===== config.mk =====
export PLATFORM = sky130hd
export DESIGN_NAME = calendar_date_day_offset_core
export DESIGN_NICKNAME = d
export VERILOG_FILES = /design/src/design/cdo_pkg.sv /design/src/design/calendar_date_day_offset_core.sv /design/src/design/cdo_day_step.sv
export SDC_FILE = /design/constraint.sdc
export NUM_CORES = 1
export LEC_CHECK = 0
export BUFFER_PORTS_ARGS = -buffer_cell sky130_fd_sc_hd__buf_4
export CAP_MARGIN = 20
export CORE_ASPECT_RATIO = 1.4
export CORE_MARGIN = 8
export CORE_UTILIZATION = 35
export DETAILED_ROUTE_END_ITERATION = 7
export PLACE_DENSITY = 0.57
export SLEW_MARGIN = 15
export SYNTH_ARGS = -nofsm -noshare
export SYNTH_HDL_FRONTEND = slang
export SYNTH_SLANG_ARGS = --single-unit

===== constraint.sdc =====
create_clock -name clk -period 8.35 [get_ports clk]
set_clock_uncertainty 0.15 [all_clocks]
set_input_delay 1.67 -clock clk [delete_from_list [all_inputs] [get_ports clk]]
set_output_delay 1.67 -clock clk [all_outputs]
set_load 0.02 [all_outputs]

===== src/design/cdo_pkg.sv =====
`timescale 1ns / 1ps

package cdo_pkg;

    localparam logic [13:0] YEAR_MIN   = 14'd1;
    localparam logic [13:0] YEAR_MAX   = 14'd9999;
    localparam logic [3:0]  MONTH_JAN  = 4'd1;
    localparam logic [3:0]  MONTH_FEB  = 4'd2;
    localparam logic [3:0]  MONTH_DEC  = 4'd12;
    localparam logic [4:0]  DAY_FIRST  = 5'd1;
    localparam logic [4:0]  DAY_DEC_31 = 5'd31;

    // x / 100 == (x * DIV100_MUL) >> DIV100_SHIFT, exact for x < 43690
    localparam logic [13:0] DIV100_MUL   = 14'd5243;
    localparam int          DIV100_SHIFT = 19;
    // x / 7 is (x * DIV7_MUL) >> 16 or one less, for x < 16384
    localparam logic [13:0] DIV7_MUL     = 14'd9362;
    localparam int          DIV7_SHIFT   = 16;

    typedef enum logic [3:0] {
        ST_IDLE,
        ST_LEAP_MUL,
        ST_LEAP_RES,
        ST_CLAMP,
        ST_WALK,
        ST_WD_MUL,
        ST_WD_SUM,
        ST_WD_MOD_MUL,
        ST_WD_MOD_RES
    } cdo_state_t;

    typedef struct packed {
        logic [4:0]  day;
        logic [3:0]  month;
        logic [13:0] year;
        logic        year_chg;
        logic        oor;
    } cdo_step_t;

    function automatic logic [4:0] month_len(input logic [3:0] m, input logic leap);
        logic [4:0] len;
        case (m)
            4'd4, 4'd6, 4'd9, 4'd11: len = 5'd30;
            4'd2:                    len = leap ? 5'd29 : 5'd28;
            default:                 len = 5'd31;
        endcase
        return len;
    endfunction

    // (3 * (m + 1)) / 5 for shifted months 3..14
    function automatic logic [3:0] zeller_term(input logic [3:0] m);
        logic [3:0] t;
        case (m)
            4'd3:    t = 4'd2;
            4'd4:    t = 4'd3;
            4'd5:    t = 4'd3;
            4'd6:    t = 4'd4;
            4'd7:    t = 4'd4;
            4'd8:    t = 4'd5;
            4'd9:    t = 4'd6;
            4'd10:   t = 4'd6;
            4'd11:   t = 4'd7;
            4'd12:   t = 4'd7;
            4'd13:   t = 4'd8;
            4'd14:   t = 4'd9;
            default: t = 4'd0;
        endcase
        return t;
    endfunction

endpackage


===== src/design/calendar_date_day_offset_core.sv =====
`timescale 1ns / 1ps
// A request runs the leap check, the day clamp, the walk and the weekday steps.
// The walk steps one day per cycle but redoes the leap check at each new year.
// Throughput: one request at a time; busy stays high until done pulses.
// done pulses for one cycle with the result; the receiver cannot stall.
// rst_n is asynchronous, active low, and returns the block to idle.

module calendar_date_day_offset_core
    import cdo_pkg::*;
(
    input  logic        clk,
    input  logic        rst_n,
    input  logic        start,
    output logic        busy,
    input  logic        kind,
    input  logic [4:0]  start_day,
    input  logic [3:0]  start_month,
    input  logic [13:0] start_year,
    input  logic [15:0] day_count,
    output logic        done,
    output logic [4:0]  result_day,
    output logic [3:0]  result_month,
    output logic [13:0] result_year,
    output logic [2:0]  weekday,
    output logic        leap_year,
    output logic        out_of_range
);

    cdo_state_t  state_reg, state_next;
    logic        done_reg, done_next;

    logic        back_reg, back_next;
    logic [4:0]  day_reg, day_next;
    logic [3:0]  month_reg, month_next;
    logic [13:0] year_reg, year_next;
    logic [15:0] cnt_reg, cnt_next;
    logic        leap_reg, leap_next;
    logic        oor_reg, oor_next;
    logic        clamp_reg, clamp_next;
    logic [3:0]  mp_reg, mp_next;
    logic [13:0] yp_reg, yp_next;
    logic [13:0] k_reg, k_next;
    logic [27:0] prod_reg;
    logic [2:0]  wd_reg, wd_next;

    logic [13:0] mul_op;
    logic [13:0] mul_k;
    logic [27:0] prod_next;

    cdo_step_t   step;
    logic [4:0]  len;
    logic [8:0]  q100;
    logic [13:0] q100_x;
    logic [13:0] r100;
    logic [11:0] q7;
    logic [14:0] q7_x;
    logic [3:0]  r7;
    logic [2:0]  r7_fix;
    logic        early;
    logic [13:0] yp_cur;
    logic [3:0]  mp_cur;

    cdo_day_step u_step (
        .back  (back_reg),
        .day   (day_reg),
        .month (month_reg),
        .year  (year_reg),
        .leap  (leap_reg),
        .step  (step)
    );

    assign len    = month_len(month_reg, leap_reg);
    assign q100   = prod_reg[DIV100_SHIFT +: 9];
    assign q100_x = 14'({q100, 6'b0}) + 14'({q100, 5'b0}) + 14'({q100, 2'b0});
    assign r100   = year_reg - q100_x;
    assign q7     = prod_reg[DIV7_SHIFT +: 12];
    assign q7_x   = 15'({q7, 3'b0}) - 15'(q7);
    assign r7     = 4'(15'(k_reg) - q7_x);
    assign r7_fix = (r7 >= 4'd7) ? 3'(r7 - 4'd7) : r7[2:0];
    assign early  = (month_reg <= MONTH_FEB);
    assign yp_cur = early ? (year_reg - 14'd1) : year_reg;
    assign mp_cur = early ? (month_reg + 4'd12) : month_reg;

    // shared constant multiplier
    assign prod_next = 28'(mul_op) * 28'(mul_k);

    always_comb
    begin
        state_next = state_reg;
        done_next  = 1'b0;
        back_next  = back_reg;
        day_next   = day_reg;
        month_next = month_reg;
        year_next  = year_reg;
        cnt_next   = cnt_reg;
        leap_next  = leap_reg;
        oor_next   = oor_reg;
        clamp_next = clamp_reg;
        mp_next    = mp_reg;
        yp_next    = yp_reg;
        k_next     = k_reg;
        wd_next    = wd_reg;
        mul_op     = year_reg;
        mul_k      = DIV100_MUL;

        case (state_reg)
            ST_IDLE:
            begin
                if (start)
                begin
                    back_next  = kind;
                    day_next   = start_day;
                    cnt_next   = day_count;
                    oor_next   = 1'b0;
                    clamp_next = 1'b1;
                    if (start_month < MONTH_JAN)
                        month_next = MONTH_JAN;
                    else if (start_month > MONTH_DEC)
                        month_next = MONTH_DEC;
                    else
                        month_next = start_month;
                    if (start_year < YEAR_MIN)
                        year_next = YEAR_MIN;
                    else if (start_year > YEAR_MAX)
                        year_next = YEAR_MAX;
                    else
                        year_next = start_year;
                    state_next = ST_LEAP_MUL;
                end
            end
            ST_LEAP_MUL:
            begin
                state_next = ST_LEAP_RES;
            end
            ST_LEAP_RES:
            begin
                leap_next  = (year_reg[1:0] == 2'b00) &&
                             ((r100 != 14'd0) || (q100[1:0] == 2'b00));
                state_next = clamp_reg ? ST_CLAMP : ST_WALK;
            end
            ST_CLAMP:
            begin
                clamp_next = 1'b0;
                if (day_reg < DAY_FIRST)
                    day_next = DAY_FIRST;
                else if (day_reg > len)
                    day_next = len;
                state_next = ST_WALK;
            end
            ST_WALK:
            begin
                if (cnt_reg == 16'd0)
                begin
                    state_next = ST_WD_MUL;
                end
                else if (step.oor)
                begin
                    oor_next   = 1'b1;
                    state_next = ST_WD_MUL;
                end
                else
                begin
                    cnt_next   = cnt_reg - 16'd1;
                    day_next   = step.day;
                    month_next = step.month;
                    year_next  = step.year;
                    if (step.year_chg)
                        state_next = ST_LEAP_MUL;
                end
            end
            ST_WD_MUL:
            begin
                mul_op     = yp_cur;
                yp_next    = yp_cur;
                mp_next    = mp_cur;
                state_next = ST_WD_SUM;
            end
            ST_WD_SUM:
            begin
                k_next = 14'(day_reg) + 14'({mp_reg, 1'b0}) + 14'(zeller_term(mp_reg))
                       + yp_reg + (yp_reg >> 2) - 14'(q100) + 14'(q100[8:2]) + 14'd2;
                state_next = ST_WD_MOD_MUL;
            end
            ST_WD_MOD_MUL:
            begin
                mul_op     = k_reg;
                mul_k      = DIV7_MUL;
                state_next = ST_WD_MOD_RES;
            end
            ST_WD_MOD_RES:
            begin
                wd_next    = (r7_fix == 3'd0) ? 3'd7 : r7_fix;
                done_next  = 1'b1;
                state_next = ST_IDLE;
            end
            default:
            begin
                state_next = ST_IDLE;
            end
        endcase
    end

    always_ff @(posedge clk or negedge rst_n)
    begin
        if (!rst_n)
        begin
            state_reg <= ST_IDLE;
            done_reg  <= 1'b0;
        end
        else
        begin
            state_reg <= state_next;
            done_reg  <= done_next;
        end
    end

    always_ff @(posedge clk)
    begin
        back_reg  <= back_next;
        day_reg   <= day_next;
        month_reg <= month_next;
        year_reg  <= year_next;
        cnt_reg   <= cnt_next;
        leap_reg  <= leap_next;
        oor_reg   <= oor_next;
        clamp_reg <= clamp_next;
        mp_reg    <= mp_next;
        yp_reg    <= yp_next;
        k_reg     <= k_next;
        wd_reg    <= wd_next;
        prod_reg  <= prod_next;
    end

    assign busy         = (state_reg != ST_IDLE);
    assign done         = done_reg;
    assign result_day   = day_reg;
    assign result_month = month_reg;
    assign result_year  = year_reg;
    assign weekday      = wd_reg;
    assign leap_year    = leap_reg;
    assign out_of_range = oor_reg;

`ifndef ASSERT_OFF
    a_done_idle: assert property (@(posedge clk) disable iff (!rst_n)
        done |-> !busy)
        else $error("done while busy");

    a_done_after_mod: assert property (@(posedge clk) disable iff (!rst_n)
        done |-> $past(state_reg) == ST_WD_MOD_RES)
        else $error("done without weekday reduction");

    a_start_busy: assert property (@(posedge clk) disable iff (!rst_n)
        (start && !busy) |=> busy)
        else $error("request not taken");

    a_weekday_range: assert property (@(posedge clk) disable iff (!rst_n)
        done |-> (weekday != 3'd0) && (result_month >= MONTH_JAN) && (result_month <= MONTH_DEC))
        else $error("result out of range");

    a_walk_count: assert property (@(posedge clk) disable iff (!rst_n)
        (state_reg == ST_WALK && state_next == ST_WALK) |=> cnt_reg == $past(cnt_reg) - 16'd1)
        else $error("walk count slip");
`endif

endmodule


===== src/design/cdo_day_step.sv =====
`timescale 1ns / 1ps

module cdo_day_step
    import cdo_pkg::*;
(
    input  logic        back,
    input  logic [4:0]  day,
    input  logic [3:0]  month,
    input  logic [13:0] year,
    input  logic        leap,
    output cdo_step_t   step
);

    logic [4:0] len;
    logic [3:0] prev_month;

    assign len        = month_len(month, leap);
    assign prev_month = month - 4'd1;

    always_comb
    begin
        step          = '0;
        step.day      = day;
        step.month    = month;
        step.year     = year;
        if (!back)
        begin
            if (day < len)
            begin
                step.day = day + 5'd1;
            end
            else if (month == MONTH_DEC)
            begin
                if (year >= YEAR_MAX)
                begin
                    step.oor = 1'b1;
                end
                else
                begin
                    step.day      = DAY_FIRST;
                    step.month    = MONTH_JAN;
                    step.year     = year + 14'd1;
                    step.year_chg = 1'b1;
                end
            end
            else
            begin
                step.day   = DAY_FIRST;
                step.month = month + 4'd1;
            end
        end
        else
        begin
            if (day > DAY_FIRST)
            begin
                step.day = day - 5'd1;
            end
            else if (month == MONTH_JAN)
            begin
                if (year <= YEAR_MIN)
                begin
                    step.oor = 1'b1;
                end
                else
                begin
                    step.day      = DAY_DEC_31;
                    step.month    = MONTH_DEC;
                    step.year     = year - 14'd1;
                    step.year_chg = 1'b1;
                end
            end
            else
            begin
                step.month = prev_month;
                step.day   = month_len(prev_month, leap);
            end
        end
    end

endmodule

After elaboration in Yosys (flattened, before gate mapping). Memory sizes are Yosys's and may differ from the RTL's. A register that Yosys moved wholly into a read port is not among the register bits. Index checks and enable logic that the tools add are counted.

Memories: 1. Input port bits: 43. Word-level logic and storage cells: 166. ROM bits: 64. Register bits after elaboration: 111. Output and inout bits: 30.

Magnitude comparators: 12. Add/sub/neg operators: 21. Eq/ne operators: 36. Multiplexer cells: 58. Reduce and logical (&&, ||, !) cells: 22. $mul: 1.

Memory list: (name not given) (words 16, bits a word 4, read ports 1, clocked after memory_dff 1, wr ports 0, line cdo_pkg.sv:53) `case (m)`.

Operator list (number): $mux 14 (7); $mux 16 (5); $pmux 14 s2 (2); $mux 24 (2); $mux 4 (12); $mux 20 (2); $mux 5 (7); $eq 4x3->1 const B (8); $pmux 16 s2 (1); $pmux 4 s8 (1); $mul 14x14->28 (1); $mux 25 (1); $eq 4x4->1 const B (6); $pmux 5 s2 (2); $mux 9 (2); $eq 4x2->1 const B (4); $logic_not 16->1 (1); $sub 16x1->16 const B (1); $ne 3x3->1 const B (5); $pmux 5 s3 (1); $add 14x1->14 const B (1); $add 14x11->14 (1); $add 14x12->14 (1); $add 14x14->14 (1); 51 further kinds (75).

Logic depth before layout (Yosys ltp).
Word-level depth: 11. Mapped depth: 30. Mapped depth without buffers: 27.

Hierarchy. Synthesis repeated with hierarchy kept, for this count alone.

Cells, all modules: 1428. Area, all modules: 13165.1 um2.

By module, submodules not included: calendar_date_day_offset_core (seq. area each 2787.7 um2, area an instance 11733.8 um2, cells each 1219, instances 1); cdo_day_step (seq. area each 0.0 um2, area an instance 1431.4 um2, cells each 209, instances 1).

Worst setup path before layout. OpenSTA, ideal clock, no wires.

Kind: register to register. Start point: reg month_reg[2], in the netlist result_month[2]. End point: reg prod_reg[26]. Path slack: 1.214 ns. Path buffers: 2. Library setup time: 0.072 ns. Cell stages (with the launch flop): 27. Period minus slack after synthesis: 7.136 ns. Arrival: 6.914 ns. Data required time: 8.128 ns. Cell sequence: edfxtp_1 > clkbuf_1 > inv_1 > ha_1 > a21boi_0 > nor2_1 > buf_2 > nor4_1 > nor2b_1 > nand2_1 > nand2_1 > ha_1 > fa_1 > fa_1 > fa_1 > fa_1 > inv_1 > fa_1 > inv_1 > ha_1 > and3_1 > and3_1 > a22oi_1 > nand3b_1 > o21a_1 > a21oi_1 > xnor2_1.

Cells in the longest elaborated chain, start to end: 4.

Ends and longest elaborated chain: start: declaration (line calendar_date_day_offset_core.sv:34) `logic [3:0] month_reg, month_next;`; start signal: assignment (line calendar_date_day_offset_core.sv:221) `month_reg <= month_next;`; $le 4x2->1 (line calendar_date_day_offset_core.sv:80) `assign early = (month_reg <= MONTH_FEB);`; $mux 14 (line calendar_date_day_offset_core.sv:81) `assign yp_cur = early ? (year_reg - 14'd1) : year_reg;`; $pmux 14 s2 (line calendar_date_day_offset_core.sv:106) `case (state_reg)`; $mul 14x14->28 (line calendar_date_day_offset_core.sv:85) `assign prod_next = 28'(mul_op) * 28'(mul_k);`; via prod_next[26] (line calendar_date_day_offset_core.sv:48) `logic [27:0] prod_next;`; end signal: assignment (line calendar_date_day_offset_core.sv:231) `prod_reg <= prod_next;`; end: declaration (line calendar_date_day_offset_core.sv:43) `logic [27:0] prod_reg;`.

The timed path passes the listed nets, and every way through them passes these cells. A chain may end at the register's enable or synchronous reset.

Final worst setup path. Same ends and word-level chain as after synthesis.

==> run_results.csv <==
group,metric,value,unit
route,drtPass1Iterations,6,
floorplan,initial_cell_density_of_the_core,35.2,%
final_layout,synthToLayoutAreaGrowth,10.7,%
clocking,post_cts_buffers,0,
placement,post_place_worst_slack,0.516,ns
yosys,ys_ff_latch,99,
route,drt-wirelength-per-cell,19.1,um
floorplan,ios,73,
timing,finalSetupViolations,0,
yosys,synth_warnings,0,
timing,worst_slew_pin_slew,0.866,ns
placement,place_hpwl,30.6,mm
clocking,tritoncts,"built",
route,dr.first_iter.drc_count,508,
final_layout,number_of_nets_in_the_layout,1783,
setup_path,cp-start-kind,"flop",
timing,highest_attainable_clock_frequency,128,MHz
yosys,synthFlopType,"sky130_fd_sc_hd__edfxtp_1",
timing,finalCriticalPeriod,7.83,ns
clocking,clk_pin_slew_worst_paths,0.08,ns
setup_path,crit_type,"flop to flop",
status,status,"complete, no violations",
clocking,cts.root.buffer_cell,"sky130_fd_sc_hd__clkbuf_16",
clocking,holdBufCountCts,0,
timing,finalHoldViolations,0,
clocking,worst_case_clock_buffer_depth,2,
global_route,global_route_congestion_overflow_total,0,
global_route,grt_pass1_vias,10700,
timing,setup_tns,0,ns
timing,worst_slack,0.524,ns
yosys,ys_async_sr_fraction,5.05,%
global_route,grt.total_usage,17.3,%
clocking,clock_sink_count,99,
setup_path,critical-path-slowest-cell,"sky130_fd_sc_hd__edfxtp_1",
yosys,synthesis.area,12800,um2
placement,io_buffers,72,
floorplan,floorplan.rows,83,
final_layout,layout.area.seq,2790,um2
route,vias_per_cell,5.35,
timing,slew-limit-headroom,41.7,%
yosys,post_synth_edffs,78,
route,met1_routed_length,13.5,mm
floorplan,floorplan.die.width,178,um
floorplan,die-area,43100,um2
route,totalWireLength,36.2,mm
final_layout,antenna_cells_inserted,0,
placement,gp_routability_congestion,0.925,
route,drtAntennaViolNets,0,
job,number_of_max_cap_violations,0,
setup_path,required_time_at_the_endpoint_of_the_critical_path,8.50,ns
setup_path,crit_path_max_fanout,12,
floorplan,die_h,243,um
final_layout,drive_above_1_share,10.5,%
global_route,grt_first_pass_wirelength,58.3,mm
clocking,clock_insertion_delay_worst_skew,0.38,ns
floorplan,core_area,36500,um2
yosys,postSynthAreaPerCell,9.36,um2
final_layout,multi_input_gate_area_in_the_final_layout,9120,um2
global_route,number_of_antenna_violations_at_the_first_check_in_global_routing,0,
setup_path,critical_path.max_stage_delay,0.56,ns
setup_path,crit_path_end_kind,"flop",
clocking,cts_buffers,9,
clocking,ctsResizeCount,0,
final_layout,filler_cell_count,3579,
hold_path,holdCritPathClass,"flop to flop",
setup_path,cp.arrival,7.98,ns
clocking,htree_num_levels,3,
timing,rsz0062_at_grt,"false",
route,drcViolationCount,0,
route,top_layer,"met4",
route,wl_met2,19.0,mm
final_layout,largest_reg_flops,16,
route,met3WireLength,1.52,mm
yosys,synth.yosys.seq_area_share,21.7,%
route,dr_total_vias,10100,
timing,post_route_clock_period_utilization,93.7,%
yosys,synthesized_instance_count,1370,
yosys,synth_cell_types,87,
global_route,grt_start_max_net_pins,35,
timing,finalMaxSlewViolations,0,
layout make-up:
type	instances	share of cell area [%]
clock inverters	6	0.449
repair buffers	101	5.37
flip-flops and latches	99	19.6
well taps	467	4.11
clock buffers	10	1.61
multi-input cells	1035	64.2
inverters	173	4.61
critical path: cells and delay by family (launching register included):
family	cells	cell delay [ns]
AOI/OAI and AO/OA	9	2.36
xor gates and xnor gates	1	0.13
adders and majority gates	8	3.10
buffers and inverters	6	0.55
DFF	1	0.56
and+or+nand+nor	4	0.89
stage by stage:
stage / cell area (um2) / utilization, % / hold slack, ns / instances
3_5_place_dp: 13900 / 38.1 / 0.374 / 1874
2_1_floorplan: 12800 / - / 0.358 / 1372
4_1_cts: 14200 / 38.9 / 0.394 / 1890
5_1_grt: 14200 / 39.0 / 0.432 / 1891
6_report: 14200 / 39.0 / 0.392 / 1891
3_3_place_gp: 13900 / 38.1 / 0.381 / 1874
synth_stat cells (5+ instances only):
| library cell | count | area (um2) |
|---|---|---|
| sky130_fd_sc_hd__a211oi_1 | 9 | 67.6 |
| sky130_fd_sc_hd__a21o_1 | 16 | 120 |
| sky130_fd_sc_hd__a21oi_1 | 62 | 310 |
| sky130_fd_sc_hd__a22oi_1 | 6 | 45.0 |
| sky130_fd_sc_hd__a31oi_1 | 16 | 100 |
| sky130_fd_sc_hd__and3_1 | 10 | 62.6 |
| sky130_fd_sc_hd__buf_2 | 9 | 45.0 |
| sky130_fd_sc_hd__clkbuf_1 | 48 | 180 |
| sky130_fd_sc_hd__dfrtp_1 | 5 | 125 |
| sky130_fd_sc_hd__dfxtp_1 | 16 | 320 |
| sky130_fd_sc_hd__edfxtp_1 | 78 | 2340 |
| sky130_fd_sc_hd__fa_1 | 100 | 2000 |
| sky130_fd_sc_hd__ha_1 | 221 | 2770 |
| sky130_fd_sc_hd__inv_1 | 170 | 638 |
| sky130_fd_sc_hd__mux2i_1 | 7 | 70.1 |
| sky130_fd_sc_hd__nand2_1 | 97 | 364 |
| sky130_fd_sc_hd__nand2b_1 | 7 | 43.8 |
| sky130_fd_sc_hd__nand3_1 | 23 | 115 |
| sky130_fd_sc_hd__nand3b_1 | 6 | 45.0 |
| sky130_fd_sc_hd__nand4_1 | 10 | 62.6 |
| sky130_fd_sc_hd__nor2_1 | 99 | 372 |
| sky130_fd_sc_hd__nor2b_1 | 8 | 50.1 |
| sky130_fd_sc_hd__nor3_1 | 28 | 140 |
| sky130_fd_sc_hd__nor4_1 | 9 | 56.3 |
| sky130_fd_sc_hd__o2111ai_1 | 5 | 43.8 |
| sky130_fd_sc_hd__o211ai_1 | 9 | 67.6 |
| sky130_fd_sc_hd__o21a_1 | 15 | 113 |
| sky130_fd_sc_hd__o21ai_0 | 74 | 370 |
| sky130_fd_sc_hd__o22ai_1 | 11 | 68.8 |
| sky130_fd_sc_hd__o31ai_1 | 9 | 67.6 |
| sky130_fd_sc_hd__xnor2_1 | 54 | 473 |
| sky130_fd_sc_hd__xor2_1 | 23 | 201 |
layer usage:
layer / global-route usage, % / vias to the layer above
met5: 0 / -
met2: 31.5 / 288
met4: 10.4 / 0
met1: 18.6 / 4886
met3: 2.23 / 91
li1: - / 4858
logic make-up after synthesis:
| group | share of synthesized area (%) |
|---|---|
| adders and majority gates | 37.2 |
| other | 0.0292 |
| DFF | 21.7 |
| AOI/OAI and AO/OA | 14.3 |
| xor gates and xnor gates | 5.38 |
| buffers and inverters | 7.35 |
| and+or+nand+nor | 13.3 |
| muxes | 0.810 |
final timing paths:
check,from,end,slack (ns),depth (start not counted)
hold / removal,flop,k_reg[0],0.39,1
setup reg to reg,result_month[2],prod_reg[26],0.52,28
setup / recovery,result_month[2],prod_reg[26],0.52,28
hold reg to reg,flop,k_reg[0],0.39,1
min in group asynchronous,rst_n,state_reg[3],0.94,1
max in group asynchronous,rst_n,state_reg[0],7.00,1
cells in the final DEF (no fill, tap or decap), types with 8 or more instances in the layout:
cell type | synthesis | layout
sky130_fd_sc_hd__ha_1 | 221 | 221
sky130_fd_sc_hd__inv_1 | 170 | 170
sky130_fd_sc_hd__fa_1 | 100 | 100
sky130_fd_sc_hd__buf_4 | 3 | 100
sky130_fd_sc_hd__nor2_1 | 99 | 99
sky130_fd_sc_hd__nand2_1 | 97 | 97
sky130_fd_sc_hd__edfxtp_1 | 78 | 78
sky130_fd_sc_hd__o21ai_0 | 74 | 73
sky130_fd_sc_hd__a21oi_1 | 62 | 62
sky130_fd_sc_hd__xnor2_1 | 54 | 54
sky130_fd_sc_hd__nor3_1 | 28 | 28
sky130_fd_sc_hd__nand3_1 | 23 | 23
sky130_fd_sc_hd__xor2_1 | 23 | 23
sky130_fd_sc_hd__a21o_1 | 16 | 16
sky130_fd_sc_hd__a31oi_1 | 16 | 16
sky130_fd_sc_hd__dfxtp_1 | 16 | 16
sky130_fd_sc_hd__o21a_1 | 15 | 15
sky130_fd_sc_hd__o22ai_1 | 11 | 11
sky130_fd_sc_hd__and3_1 | 10 | 10
sky130_fd_sc_hd__nand4_1 | 10 | 10
sky130_fd_sc_hd__a211oi_1 | 9 | 9
sky130_fd_sc_hd__nor4_1 | 9 | 9
sky130_fd_sc_hd__o31ai_1 | 9 | 9
sky130_fd_sc_hd__o211ai_1 | 9 | 9
sky130_fd_sc_hd__clkbuf_16 | 0 | 9
sky130_fd_sc_hd__nor2b_1 | 8 | 8
Power is not shown: default switching activity piles up to over one toggle a cycle in this logic, so the estimate is an artifact.
